--- src/hw/rtl/vector_to_angle_degrees_macros.svh ---
// Assertion macros for the vector_to_angle_degrees block.
`ifndef VECTOR_TO_ANGLE_DEGREES_MACROS_SVH
`define VECTOR_TO_ANGLE_DEGREES_MACROS_SVH

`ifndef ASSERT_OFF

// Condition holds at every clock edge outside reset.
`define VTAD_ASSERT_ALWAYS(label, clk_s, rst_s, cond) \
  label: assert property (@(posedge clk_s) disable iff (!(rst_s)) (cond)) \
    else $error("assertion failed");

// Trigger is followed by the consequence a fixed number of cycles later.
`define VTAD_ASSERT_DELAY(label, clk_s, rst_s, trig, n, cons) \
  label: assert property (@(posedge clk_s) disable iff (!(rst_s)) \
    (trig) |-> ##(n) (cons)) else $error("assertion failed");

`else

`define VTAD_ASSERT_ALWAYS(label, clk_s, rst_s, cond)
`define VTAD_ASSERT_DELAY(label, clk_s, rst_s, trig, n, cons)

`endif

`endif

--- src/hw/rtl/vtad_pkg.sv ---
// Shared constants, types and the arctangent table of the vector angle block.
package vtad_pkg;

  localparam int COORD_WIDTH     = 16;
  localparam int ANGLE_FRAC_BITS = 7;
  localparam int OUT_W           = ANGLE_FRAC_BITS + 10;
  localparam int TAB_FRAC        = 20;
  localparam int ITER            = 24;
  localparam int IDX_W           = $clog2(ITER);
  localparam int GUARD_SHIFT     = 60 - COORD_WIDTH;
  localparam int DW              = 64;
  localparam int ZW              = 28;
  localparam int FW              = ZW + 2;
  localparam int RND_SH          = TAB_FRAC - ANGLE_FRAC_BITS;
  // input register, one register per cell, output register
  localparam int LATENCY         = ITER + 2;

  typedef struct packed {
    logic valid;
    logic x_neg;
    logic x_zero;
    logic y_pos;
  } ctrl_t;

  // atan(2^-i) in units of 2^-20 degree
  function automatic logic signed [ZW-1:0] atan_tab(input logic [IDX_W-1:0] i);
    logic signed [ZW-1:0] v;
    case (i)
      5'd0:    v = ZW'(47185920);
      5'd1:    v = ZW'(27855475);
      5'd2:    v = ZW'(14718068);
      5'd3:    v = ZW'(7471121);
      5'd4:    v = ZW'(3750058);
      5'd5:    v = ZW'(1876857);
      5'd6:    v = ZW'(938658);
      5'd7:    v = ZW'(469357);
      5'd8:    v = ZW'(234682);
      5'd9:    v = ZW'(117342);
      5'd10:   v = ZW'(58671);
      5'd11:   v = ZW'(29335);
      5'd12:   v = ZW'(14668);
      5'd13:   v = ZW'(7334);
      5'd14:   v = ZW'(3667);
      5'd15:   v = ZW'(1833);
      5'd16:   v = ZW'(917);
      5'd17:   v = ZW'(458);
      5'd18:   v = ZW'(229);
      5'd19:   v = ZW'(115);
      5'd20:   v = ZW'(57);
      5'd21:   v = ZW'(29);
      5'd22:   v = ZW'(14);
      5'd23:   v = ZW'(7);
      default: v = '0;
    endcase
    return v;
  endfunction

endpackage

--- src/hw/rtl/vtad_final.sv ---
// Output stage: clamp, quadrant fix-up, rounding and the zero-x special case.
module vtad_final (
  input  logic                           clk,
  input  logic                           rst_n,
  input  vtad_pkg::ctrl_t                ctrl_in,
  input  logic signed [vtad_pkg::ZW-1:0] z_in,
  output logic                           valid_out,
  output logic signed [vtad_pkg::OUT_W-1:0] angle_out
);

  localparam logic signed [vtad_pkg::ZW-1:0] Z_LIM =
    vtad_pkg::ZW'(90 * (2 ** vtad_pkg::TAB_FRAC));
  localparam logic signed [vtad_pkg::FW-1:0] HALF_TURN =
    vtad_pkg::FW'(180 * (2 ** vtad_pkg::TAB_FRAC));
  localparam logic signed [vtad_pkg::FW-1:0] RND_HALF =
    vtad_pkg::FW'(2 ** (vtad_pkg::RND_SH - 1));
  localparam logic signed [vtad_pkg::FW-1:0] R_MIN =
    -vtad_pkg::FW'(90 * (2 ** vtad_pkg::ANGLE_FRAC_BITS));
  localparam logic signed [vtad_pkg::FW-1:0] R_90 =
    vtad_pkg::FW'(90 * (2 ** vtad_pkg::ANGLE_FRAC_BITS));
  localparam logic signed [vtad_pkg::FW-1:0] R_MAX =
    vtad_pkg::FW'(270 * (2 ** vtad_pkg::ANGLE_FRAC_BITS));

  logic signed [vtad_pkg::ZW-1:0]    z_cl;
  logic signed [vtad_pkg::FW-1:0]    z_ext, full, rnd, r, res;
  logic                              valid_r;
  logic signed [vtad_pkg::OUT_W-1:0] angle_r, angle_nxt;

  always_comb begin
    if (z_in > Z_LIM) begin
      z_cl = Z_LIM;
    end else if (z_in < -Z_LIM) begin
      z_cl = -Z_LIM;
    end else begin
      z_cl = z_in;
    end
    z_ext = {{(vtad_pkg::FW - vtad_pkg::ZW){z_cl[vtad_pkg::ZW-1]}}, z_cl};
    full  = ctrl_in.x_neg ? (HALF_TURN - z_ext) : z_ext;
    // round half up to the output precision
    rnd   = (full + RND_HALF) >>> vtad_pkg::RND_SH;
    if (rnd < R_MIN) begin
      r = R_MIN;
    end else if (rnd > R_MAX) begin
      r = R_MAX;
    end else begin
      r = rnd;
    end
    if (ctrl_in.x_zero) begin
      res = ctrl_in.y_pos ? R_90 : R_MAX;
    end else begin
      res = r;
    end
    angle_nxt = res[vtad_pkg::OUT_W-1:0];
  end

  always_ff @(posedge clk) begin
    if (!rst_n) begin
      valid_r <= 1'b0;
    end else begin
      valid_r <= ctrl_in.valid;
    end
  end

  always_ff @(posedge clk) begin
    angle_r <= angle_nxt;
  end

  assign valid_out = valid_r;
  assign angle_out = angle_r;

endmodule

--- config.mk ---
export PLATFORM = sky130hd
export DESIGN_NAME = vtad_final
export DESIGN_NICKNAME = d
export VERILOG_FILES = /design/src/hw/rtl/vector_to_angle_degrees_macros.svh /design/src/hw/rtl/vtad_pkg.sv /design/src/hw/rtl/vtad_final.sv
export SDC_FILE = /design/constraint.sdc
export NUM_CORES = 1
export LEC_CHECK = 0
export ABC_AREA = 1
export BUFFER_PORTS_ARGS = -buffer_cell sky130_fd_sc_hd__buf_2
export CAP_MARGIN = 0
export CELL_PAD_IN_SITES_DETAIL_PLACEMENT = 1
export CELL_PAD_IN_SITES_GLOBAL_PLACEMENT = 1
export CORE_MARGIN = 2
export CORE_UTILIZATION = 41
export CTS_BUF_LIST = sky130_fd_sc_hd__clkbuf_4
export DETAILED_ROUTE_END_ITERATION = 12
export GPL_TIMING_DRIVEN = 0
export PLACE_DENSITY = 0.95
export SLEW_MARGIN = 20
export SYNTH_ARGS = -nofsm -noshare
export SYNTH_HDL_FRONTEND = slang
export SYNTH_SLANG_ARGS = --single-unit
export TNS_END_PERCENT = 5
--- constraint.sdc ---
create_clock -name clk -period 10.7 [get_ports clk]
set_input_delay 2.675 -clock clk [delete_from_list [all_inputs] [get_ports clk]]
set_output_delay 2.675 -clock clk [all_outputs]
set_load 0.01 [all_outputs]
==> results.cfg <==
[run_status]
status = finished, final reports clean

[power]
p_comb_frac = 0.602
p_clk_frac = 0.124
p_seq_frac = 0.275
p_sw_mw = 0.133
p_sw_frac = 0.481
power_mw = 0.277
internal_power_mw = 0.144
total_leakage_power_nw = 1.58
ir_drop_mv = 0.0821
p_per_area_mw_per_mm2 = 95.6

[synthesis]
synth.avg_cell_area_um2 = 5.65
ys_ff_latch = 18
ys_seq_area_frac = 0.143
syn_nets = 483
async_reset_ff_frac = 0
synth_cell_types = 39
netlist_top_cells_area = nand2_1 18%, dfxtp_1 14%, nor2_1 10%, inv_1 8.2%, nand3_1 6.5%
synth_top_area_cell = nand2_1
ys_warn_count = 0
syn_area_mm2 = 0.00253
synthFlopType = dfxtp_1
yosysTopAreaCellShare = 0.180
synth_edf_count = 0
netlist_instances = 447

[placed_design]
place_area_mm2 = 0.00287
dp_cells = 572
portBuffers = 50
dpl.hpwl_um = 6300
routabilityCongestion = 0.953

[cells_and_area]
n_fill_cell = 896
final_area_mm2 = 0.00290
layout-drive-gt1-share = 0.293
finalNonFillerCells = 576
num_antenna_cells = 0
finalNetCount = 538
multiInputGateArea_mm2 = 0.00181
regArea_um2 = 360
area.growth.synth_to_final_pct = 14.7

[clock_tree]
cts_tree = yes
h-tree-depth = 1
cts_root_buf = clkbuf_4
cts_hold_buf = 0
cts_buffers = 3
cts_resized = 0
cts_setup_buffers = 0
cts.sinks = 18
clockBufferDepth = 2
path_clk_slew_ns = 0.09

[die]
die-area_mm2 = 0.00681
start_util = 0.424
rows = 28
fp.dieH_um = 82.5
pin_count = 52
core_area_mm2 = 0.00596
dieWidth_um = 82.5

[sta]
tns_ns = 0
relSlewSlack = 0.582
hold_viol = 0
finalCritPeriodShare = 0.595
rsz0062_at_grt = no
timing.fmax_ghz = 0.157
min_period_ns = 6.36
setup_viol = 0
tightest_slew_ns = 0.619
drv_slew = 0

[routing]
first_pass_iters = 7
vias = 2906
ant_nets = 0
drcViolationCount = 0
drt_iter0_drc = 60
wl_per_cell_um = 12.6
routed_wl_um = 7240
vias_per_cell = 5.05

[worst_setup_path]
crit_arrival_ns = 6.57
crit_start = z_in[22]
crit_fanout = 10
critPathCaptureType = register
critical_path_class = input pin to register
required_ns = 10.91
crit_path_start_kind = input pin

[grt]
grt-ovfl-total = 0
grt_antenna_before_repair = 0
grt_pass1_wl_um = 12600
track_usage = 0.232
grt_max_degree = 11
grt_pass1_vias = 2978

[run]
maxCapViolations = 0

[min_path]
hold_start = ctrl_in[3]
min_path_type = input pin to register
-- cells by family (layout without fill, tap and decap cells) --
kind of cell / count (synthesis) / after routing / synth area share
xor+xnor: 3 / 3 / 0.0134
fa+ha+maj: 2 / 2 / 0.00990
simple gates: 297 / 297 / 0.576
buf+inv: 84 / 138 / 0.143
compound gates: 43 / 43 / 0.115
flops: 18 / 18 / 0.143
-- synth_stat cells (3+ instances only) --
master,instances
o31ai_1,5
nor2_1,67
buf_2,4
inv_2,18
buf_6,3
o21ai_1,5
nand2_2,19
nand3_2,7
nor2_4,4
nand3_1,33
a21oi_2,4
dfxtp_1,18
nand2_1,121
inv_1,55
nand2_4,4
nand3b_1,6
o21ai_2,4
o21ai_0,11
nand4_1,12
nor2_2,16
o41ai_1,4
a21oi_1,4
o211ai_1,3
-- sequential cells by signal, summed over array words and instances, names as in the netlist --
name / count
valid_out: 1
angle_out: 17
-- critical path, cell delays in order --
cell and delay, ns:
buf_2 0.13, inv_2 0.04, o211ai_1 0.20, a21oi_1 0.08, or2_2 0.27, ha_1 0.27, buf_4 0.15, buf_6 0.14
nor2_1 0.08, o41ai_1 0.48, nand3_1 0.19, nand2_1 0.10, nand2_1 0.05, nand2_1 0.11, ha_1 0.26, nand3_1 0.17
nor2_4 0.22, nand2_1 0.09, nand2_1 0.08, nand2_1 0.07, nand2_1 0.09, nand3_1 0.08, nand2_1 0.07, nand2_1 0.05
nand2_1 0.09, nand2_4 0.08, nand3_4 0.15, nor2_2 0.05
-- layout make-up --
type,instances,area share
well taps,75,0.0324
flip-flops and latches,18,0.124
repair buffers,50,0.0864
multi-input cells,345,0.623
clock inverters,1,0.00130
inverters,75,0.0980
plain buffers,9,0.0263
clock buffers,3,0.00777
-- metal layers --
metal	up-vias	share of wire	global-route usage
met4	0	0.022	0.0721
met1	1298	0.44	0.259
met5	-	0	0
met2	77	0.51	0.456
li1	1516	-	-
met3	15	0.035	0.0207
-- final timing paths --
path | cells after the start | end | slack, ns
max | 28 | angle_out[2] | 4.34
min | 3 | valid_out | 2.55
-- power by group through the flow --
stage          logic, mW  registers, mW  clock network [mW]
6_report           0.167         0.0760              0.0342
5_1_grt            0.190         0.0771              0.0387
4_1_cts            0.167         0.0762              0.0353
3_3_place_gp       0.159         0.0771                   0
3_5_place_dp       0.167         0.0777                   0
2_1_floorplan      0.120         0.0819                   0
-- layout by cell type (no fill, tap or decap), types with 2 or more instances in the layout --
cell type	count
o21ai_1	5
nand2_1	121
o31ai_1	5
o211ai_1	3
xor2_1	2
nor3_1	2
nor2_2	16
inv_1	55
o21ai_0	11
nor2_4	4
o21ai_2	4
ha_1	2
clkbuf_4	3
buf_2	54
nand2_2	19
nand3_2	7
nand3_1	33
o41ai_1	4
nor2_1	67
nor3_2	2
nand4_1	12
a21oi_1	4
dfxtp_1	18
a21oi_2	4
inv_2	18
nand2_4	4
nand3b_1	6
buf_6	3
clkinv_1	2
-- through the flow --
stage	hold slack (ns)	setup WS [ns]	util
2_1_floorplan	2.74	4.84	-
3_3_place_gp	2.86	4.24	0.482
3_5_place_dp	2.87	4.02	0.482
4_1_cts	2.55	4.34	0.487
5_1_grt	2.56	3.99	0.487
6_report	2.55	4.34	0.487
No activity file was read; power rests on OpenSTA's default activity.
